File: src/design/band_chained_table_with_free_list_defines.svh
// Assertion macros for the band chained descriptor table.
// Used by the top level; expects clk_i and rst_ni in scope.
`ifndef BAND_CHAINED_TABLE_WITH_FREE_LIST_DEFINES_SVH
`define BAND_CHAINED_TABLE_WITH_FREE_LIST_DEFINES_SVH

// Same-cycle implication, disabled while in reset.
`define BCTFL_ASSERT_IMP(lbl, cond, prop, msg) \
  lbl: assert property (@(posedge clk_i) disable iff (!rst_ni) (cond) |-> (prop)) \
    else $error(msg);

// Next-cycle implication, disabled while in reset.
`define BCTFL_ASSERT_NXT(lbl, cond, prop, msg) \
  lbl: assert property (@(posedge clk_i) disable iff (!rst_ni) (cond) |=> (prop)) \
    else $error(msg);

`endif

File: src/design/bctfl_ram.sv
// Generic single write port RAM with one registered read port.
// No dependencies.
module bctfl_ram #(
  parameter int unsigned WIDTH = 8,
  parameter int unsigned DEPTH = 256
) (
  input  logic                     clk_i,
  input  logic                     we_i,
  input  logic [$clog2(DEPTH)-1:0] waddr_i,
  input  logic [WIDTH-1:0]         wdata_i,
  input  logic [$clog2(DEPTH)-1:0] raddr_i,
  output logic [WIDTH-1:0]         rdata_o
);

  logic [WIDTH-1:0] mem_q [DEPTH];
  logic [WIDTH-1:0] rdata_q;

  always_ff @(posedge clk_i) begin
    if (we_i) begin
      mem_q[waddr_i] <= wdata_i;
    end
    rdata_q <= mem_q[raddr_i];
  end

  assign rdata_o = rdata_q;

endmodule

File: config.mk
export PLATFORM = sky130hd
export DESIGN_NAME = bctfl_ram
export DESIGN_NICKNAME = d
export VERILOG_FILES = /design/src/design/band_chained_table_with_free_list_defines.svh /design/src/design/bctfl_ram.sv
export SDC_FILE = /design/constraint.sdc
export NUM_CORES = 2
export LEC_CHECK = 0
export BUFFER_PORTS_ARGS = -buffer_cell sky130_fd_sc_hd__clkbuf_2
export CAP_MARGIN = 20
export CORE_MARGIN = 2
export CORE_UTILIZATION = 50
export DETAILED_ROUTE_END_ITERATION = 16
export PLACE_DENSITY = 0.63
export SLEW_MARGIN = 20
export SYNTH_ARGS = -nofsm -noshare
export SYNTH_HDL_FRONTEND = slang
export SYNTH_SLANG_ARGS = --single-unit
File: constraint.sdc
create_clock -name clk_i -period 4 [get_ports clk_i]
set_input_delay 0.4 -clock clk_i [delete_from_list [all_inputs] [get_ports clk_i]]
set_output_delay 0.4 -clock clk_i [all_outputs]
set_load 0.005 [all_outputs]
==> impl_metrics.prom <==
# TYPE chip_impl_metric gauge
chip_impl_info{name="cts-root-buf",value="sky130_fd_sc_hd__clkbuf_16"} 1
chip_impl_metric{name="routed_wire_length_per_instance",unit="um"} 31.67
chip_impl_info{name="highest-signal-layer",value="met5"} 1
chip_impl_info{name="critPathTopFamily",value="compound AO/OA/AOI/OAI gates"} 1
chip_impl_metric{name="firstDrtPassIters",unit=""} 5
chip_impl_metric{name="grt_start_max_net_pins",unit=""} 146
chip_impl_metric{name="final_cell_area",unit="um2"} 90180
chip_impl_info{name="cts_tree",value="yes"} 1
chip_impl_metric{name="postSynthRegisterBits",unit=""} 2056
chip_impl_metric{name="top_level_ports",unit=""} 34
chip_impl_metric{name="fin_setup_tns",unit="ps"} 0
chip_impl_metric{name="worst-path-max-fanout",unit=""} 1
chip_impl_metric{name="slowest_delay",unit="ps"} 880
chip_impl_metric{name="total_power",unit="mW"} 44.79
chip_impl_metric{name="finalCoreUtilization",unit=""} 0.5701
chip_impl_metric{name="synthDistinctLibCells",unit=""} 55
chip_impl_info{name="timing.rr.start",value="mem_q[83][5]$_DFFE_PP_"} 1
chip_impl_metric{name="clock_skew",unit="ps"} 45.90
chip_impl_metric{name="cts_htree_levels",unit=""} 4
chip_impl_metric{name="area_growth_syn_to_layout",unit="%"} 13.35
chip_impl_metric{name="required",unit="ps"} 4670
chip_impl_metric{name="detailroute.wirelength.met3",unit="mm"} 17.47
chip_impl_metric{name="worst_ep_arrival_time",unit="ps"} 3780
chip_impl_metric{name="post-route-drc-count",unit=""} 0
chip_impl_metric{name="antenna_found_initial",unit=""} 6
chip_impl_metric{name="cellPowerDensity",unit="nW/um2"} 496.7
chip_impl_metric{name="numCtsBuffers",unit=""} 202
chip_impl_info{name="ys_dominant_reg_cell",value="sky130_fd_sc_hd__edfxtp_1"} 1
chip_impl_metric{name="max_cap_violations",unit=""} 0
chip_impl_metric{name="synth_enable_flop_cells",unit=""} 2048
chip_impl_info{name="worstSetupEndpointType",value="register"} 1
chip_impl_metric{name="drt-vias-per-instance",unit=""} 6.313
chip_impl_metric{name="m1WireLength",unit="mm"} 82.50
chip_impl_metric{name="resized_gates_after_cts",unit=""} 0
chip_impl_info{name="run_status",value="complete, no violations"} 1
chip_impl_metric{name="async_s_r_ff_share_synth",unit=""} 0
chip_impl_info{name="criticalPathCategory",value="register to register"} 1
chip_impl_metric{name="fp-row-count",unit=""} 146
chip_impl_metric{name="reg2reg_slack",unit="ps"} 890
chip_impl_metric{name="ctsLongestPathBuffers",unit=""} 3
chip_impl_metric{name="amount_of_wire_on_met2_after_detailed_routing",unit="mm"} 93.01
chip_impl_info{name="path_cells",value="mux4_2 > a22o_1 > a221oi_1 > o32ai_1 > nor3_1 > buf_4 > nor4_1"} 1
chip_impl_metric{name="synth_area_per_cell",unit="um2"} 21.31
chip_impl_metric{name="period_minus_slack",unit="ps"} 3112
chip_impl_info{name="worstHoldPathType",value="input pin to register"} 1
chip_impl_info{name="crit_path_top_delay_cell",value="sky130_fd_sc_hd__a221oi_1"} 1
chip_impl_metric{name="drtAntennaViolNets",unit=""} 0
chip_impl_metric{name="start_util",unit=""} 0.5029
chip_impl_metric{name="drt-initial-drc-count",unit=""} 4492
chip_impl_metric{name="synthesis.nets",unit=""} 3759
chip_impl_info{name="crit_path_start",value="mem_q[83][5]$_DFFE_PP_"} 1
chip_impl_metric{name="place_congestion",unit=""} 0.8324
chip_impl_metric{name="gr-total-overflow",unit=""} 0
chip_impl_info{name="hp-start",value="wdata_i[4]"} 1
chip_impl_metric{name="period_share",unit=""} 0.7781
chip_impl_metric{name="die-height",unit="um"} 402.9
chip_impl_metric{name="fill_cells",unit=""} 11570
chip_impl_metric{name="core",unit="um2"} 158200
chip_impl_metric{name="area_enclosed_by_the_die_boundary",unit="um2"} 162300
chip_impl_metric{name="clk_pin_slew_worst_paths",unit="ps"} 60
chip_impl_metric{name="wire_length_of_the_first_global_routing_pass",unit="mm"} 287.1
chip_impl_metric{name="via_count_of_the_first_global_routing_pass",unit=""} 39290
chip_impl_metric{name="groute.usage.overall",unit=""} 0.2472
chip_impl_metric{name="clk_latency",unit="ps"} 840
chip_impl_metric{name="endpoints_failing_hold",unit=""} 0
chip_impl_metric{name="finish.net_count",unit=""} 4062
chip_impl_metric{name="io_buffer_count",unit=""} 33
chip_impl_metric{name="synth_sequential_area_ratio",unit=""} 0.7750
chip_impl_metric{name="cellLeakagePower",unit="nW"} 28.24
chip_impl_metric{name="die_w",unit="um"} 402.9
chip_impl_metric{name="report.final.slew_viol_count",unit=""} 0
chip_impl_metric{name="routed_wl",unit="mm"} 198.8
chip_impl_metric{name="num_antenna_cells",unit=""} 0
chip_impl_metric{name="placed_instance_count",unit=""} 5901
chip_impl_metric{name="post-route-worst-setup-slack",unit="ps"} 887.6
chip_impl_metric{name="vdd_ir_drop_max",unit="mV"} 0.4675
chip_impl_metric{name="tightestPinTransition",unit="ps"} 1202
chip_impl_metric{name="timing_limited_maximum_frequency",unit="MHz"} 321.3
chip_impl_metric{name="stdcell_count",unit=""} 6276
chip_impl_metric{name="num_vias",unit=""} 39620
chip_impl_metric{name="cells_after_synthesis",unit=""} 3733
chip_impl_metric{name="numClockSinks",unit=""} 2056
chip_impl_metric{name="cts_post_setup_buffers_inserted",unit=""} 0
chip_impl_metric{name="dp_slack",unit="ps"} 196.1
chip_impl_metric{name="hold-worst-slack",unit="ps"} 21.21
chip_impl_info{name="timing.critical_path.from_type",value="register"} 1
chip_impl_metric{name="relSlewSlack",unit=""} 0.1968
chip_impl_metric{name="layout_cells_sized_above_1",unit=""} 0.2586
chip_impl_metric{name="worst-path-buf-inv",unit=""} 1
chip_impl_metric{name="synthesis.yosys.warnings",unit=""} 0
chip_impl_info{name="rsz_0062_raised_after_global_routing",value="false"} 1
chip_impl_metric{name="placed_area",unit="um2"} 83570
chip_impl_metric{name="detailed_place_hpwl",unit="mm"} 124.0
chip_impl_metric{name="setup-violations-final",unit=""} 0
chip_impl_metric{name="post_synth_instance_area",unit="um2"} 79560
area by class of cell:
type	count	area, um2	area share
inverters	2	7.507	0.00008325
flip-flops and latches	2056	61660	0.6837
well taps	2072	2592	0.02875
clock inverters	118	1192	0.01322
repair buffers	332	2838	0.03147
multi-input cells	1442	16520	0.1831
clock buffers	254	5375	0.05960
worst register-to-register path, cell delays in order (launching register included):
cell                       delay (ps)
sky130_fd_sc_hd__edfxtp_1         380
sky130_fd_sc_hd__mux4_2           490
sky130_fd_sc_hd__a22o_1           260
sky130_fd_sc_hd__a221oi_1         880
sky130_fd_sc_hd__o32ai_1          250
sky130_fd_sc_hd__nor3_1           430
sky130_fd_sc_hd__buf_4            210
sky130_fd_sc_hd__nor4_1            50
timing repair:
item	4_1_cts	5_1_grt
hold buffers	1	0
endpoints found under the hold margin	39	0
setup endpoints to repair	0	0
registers in the layout (all words and copies together) (netlist names):
register and flops:
rdata_o 8, mem_q 2048
path summary, 6_finish.rpt:
| kind | end | depth (start not counted) |
|---|---|---|
| worst min register to register | rdata_o[3]$_DFF_P_ | 6 |
| worst max-delay path | rdata_o[5]$_DFF_P_ | 7 |
| worst max register to register | rdata_o[5]$_DFF_P_ | 7 |
| worst min-delay path | mem_q[65][4]$_DFFE_PP_ | 1 |
where the power goes:
part           internal, mW  switching [mW]
registers              23.7          0.0563
logic                 0.800            1.43
clock network          10.7            8.06
per-layer routing:
layer	GRT usage	vias up
met5	0	-
li1	-	16300
met3	0.04893	292
met4	0.07326	8
met1	0.3683	21130
met2	0.3746	1893
logic make-up after synthesis:
kind of cell           count (synthesis)  share of synthesized area
AOI/OAI and AO/OA                    385                    0.03419
buffers and inverters                235                    0.01831
DFF                                 2056                     0.7750
muxes                                591                     0.1462
and+or+nand+nor                      466                    0.02628
cells in the final DEF, fill, tap and decap left out, drive strengths merged, types with 4 or more instances in the layout:
cell type,instances
nand2,33
nand3,34
buf,309
nor4,27
clkinv,96
nand2b,8
nor3,22
o22ai,28
a22oi,133
a211oi,16
and2,6
mux2i,134
inv,4
o32ai,5
mux4,456
nor2b,31
nand4,10
a22o,8
a221oi,14
bufinv,18
edfxtp,2048
a21oi,96
o21ai,12
nor2,282
o211ai,10
clkbuf,276
dfxtp,8
or2,4
o22a,5
a2111oi,5
o221ai,47
synthesized netlist by cell type (22+ instances only):
cell	instances	share of area
sky130_fd_sc_hd__edfxtp_1	2048	0.77
sky130_fd_sc_hd__mux4_2	454	0.13
sky130_fd_sc_hd__nor2_1	282	0.013
sky130_fd_sc_hd__mux2i_1	134	0.017
sky130_fd_sc_hd__a22oi_1	133	0.013
sky130_fd_sc_hd__clkbuf_1	111	0.0052
sky130_fd_sc_hd__a21oi_1	96	0.0060
sky130_fd_sc_hd__o221ai_1	46	0.0051
sky130_fd_sc_hd__nand3_1	34	0.0021
sky130_fd_sc_hd__nand2_1	33	0.0016
sky130_fd_sc_hd__buf_2	31	0.0020
sky130_fd_sc_hd__nor2b_1	31	0.0024
sky130_fd_sc_hd__o22ai_1	28	0.0022
sky130_fd_sc_hd__buf_4	27	0.0025
sky130_fd_sc_hd__nor4_1	24	0.0019
sky130_fd_sc_hd__buf_1	22	0.0010
sky130_fd_sc_hd__nor3_1	22	0.0014
(Power assumes the default switching activity.)
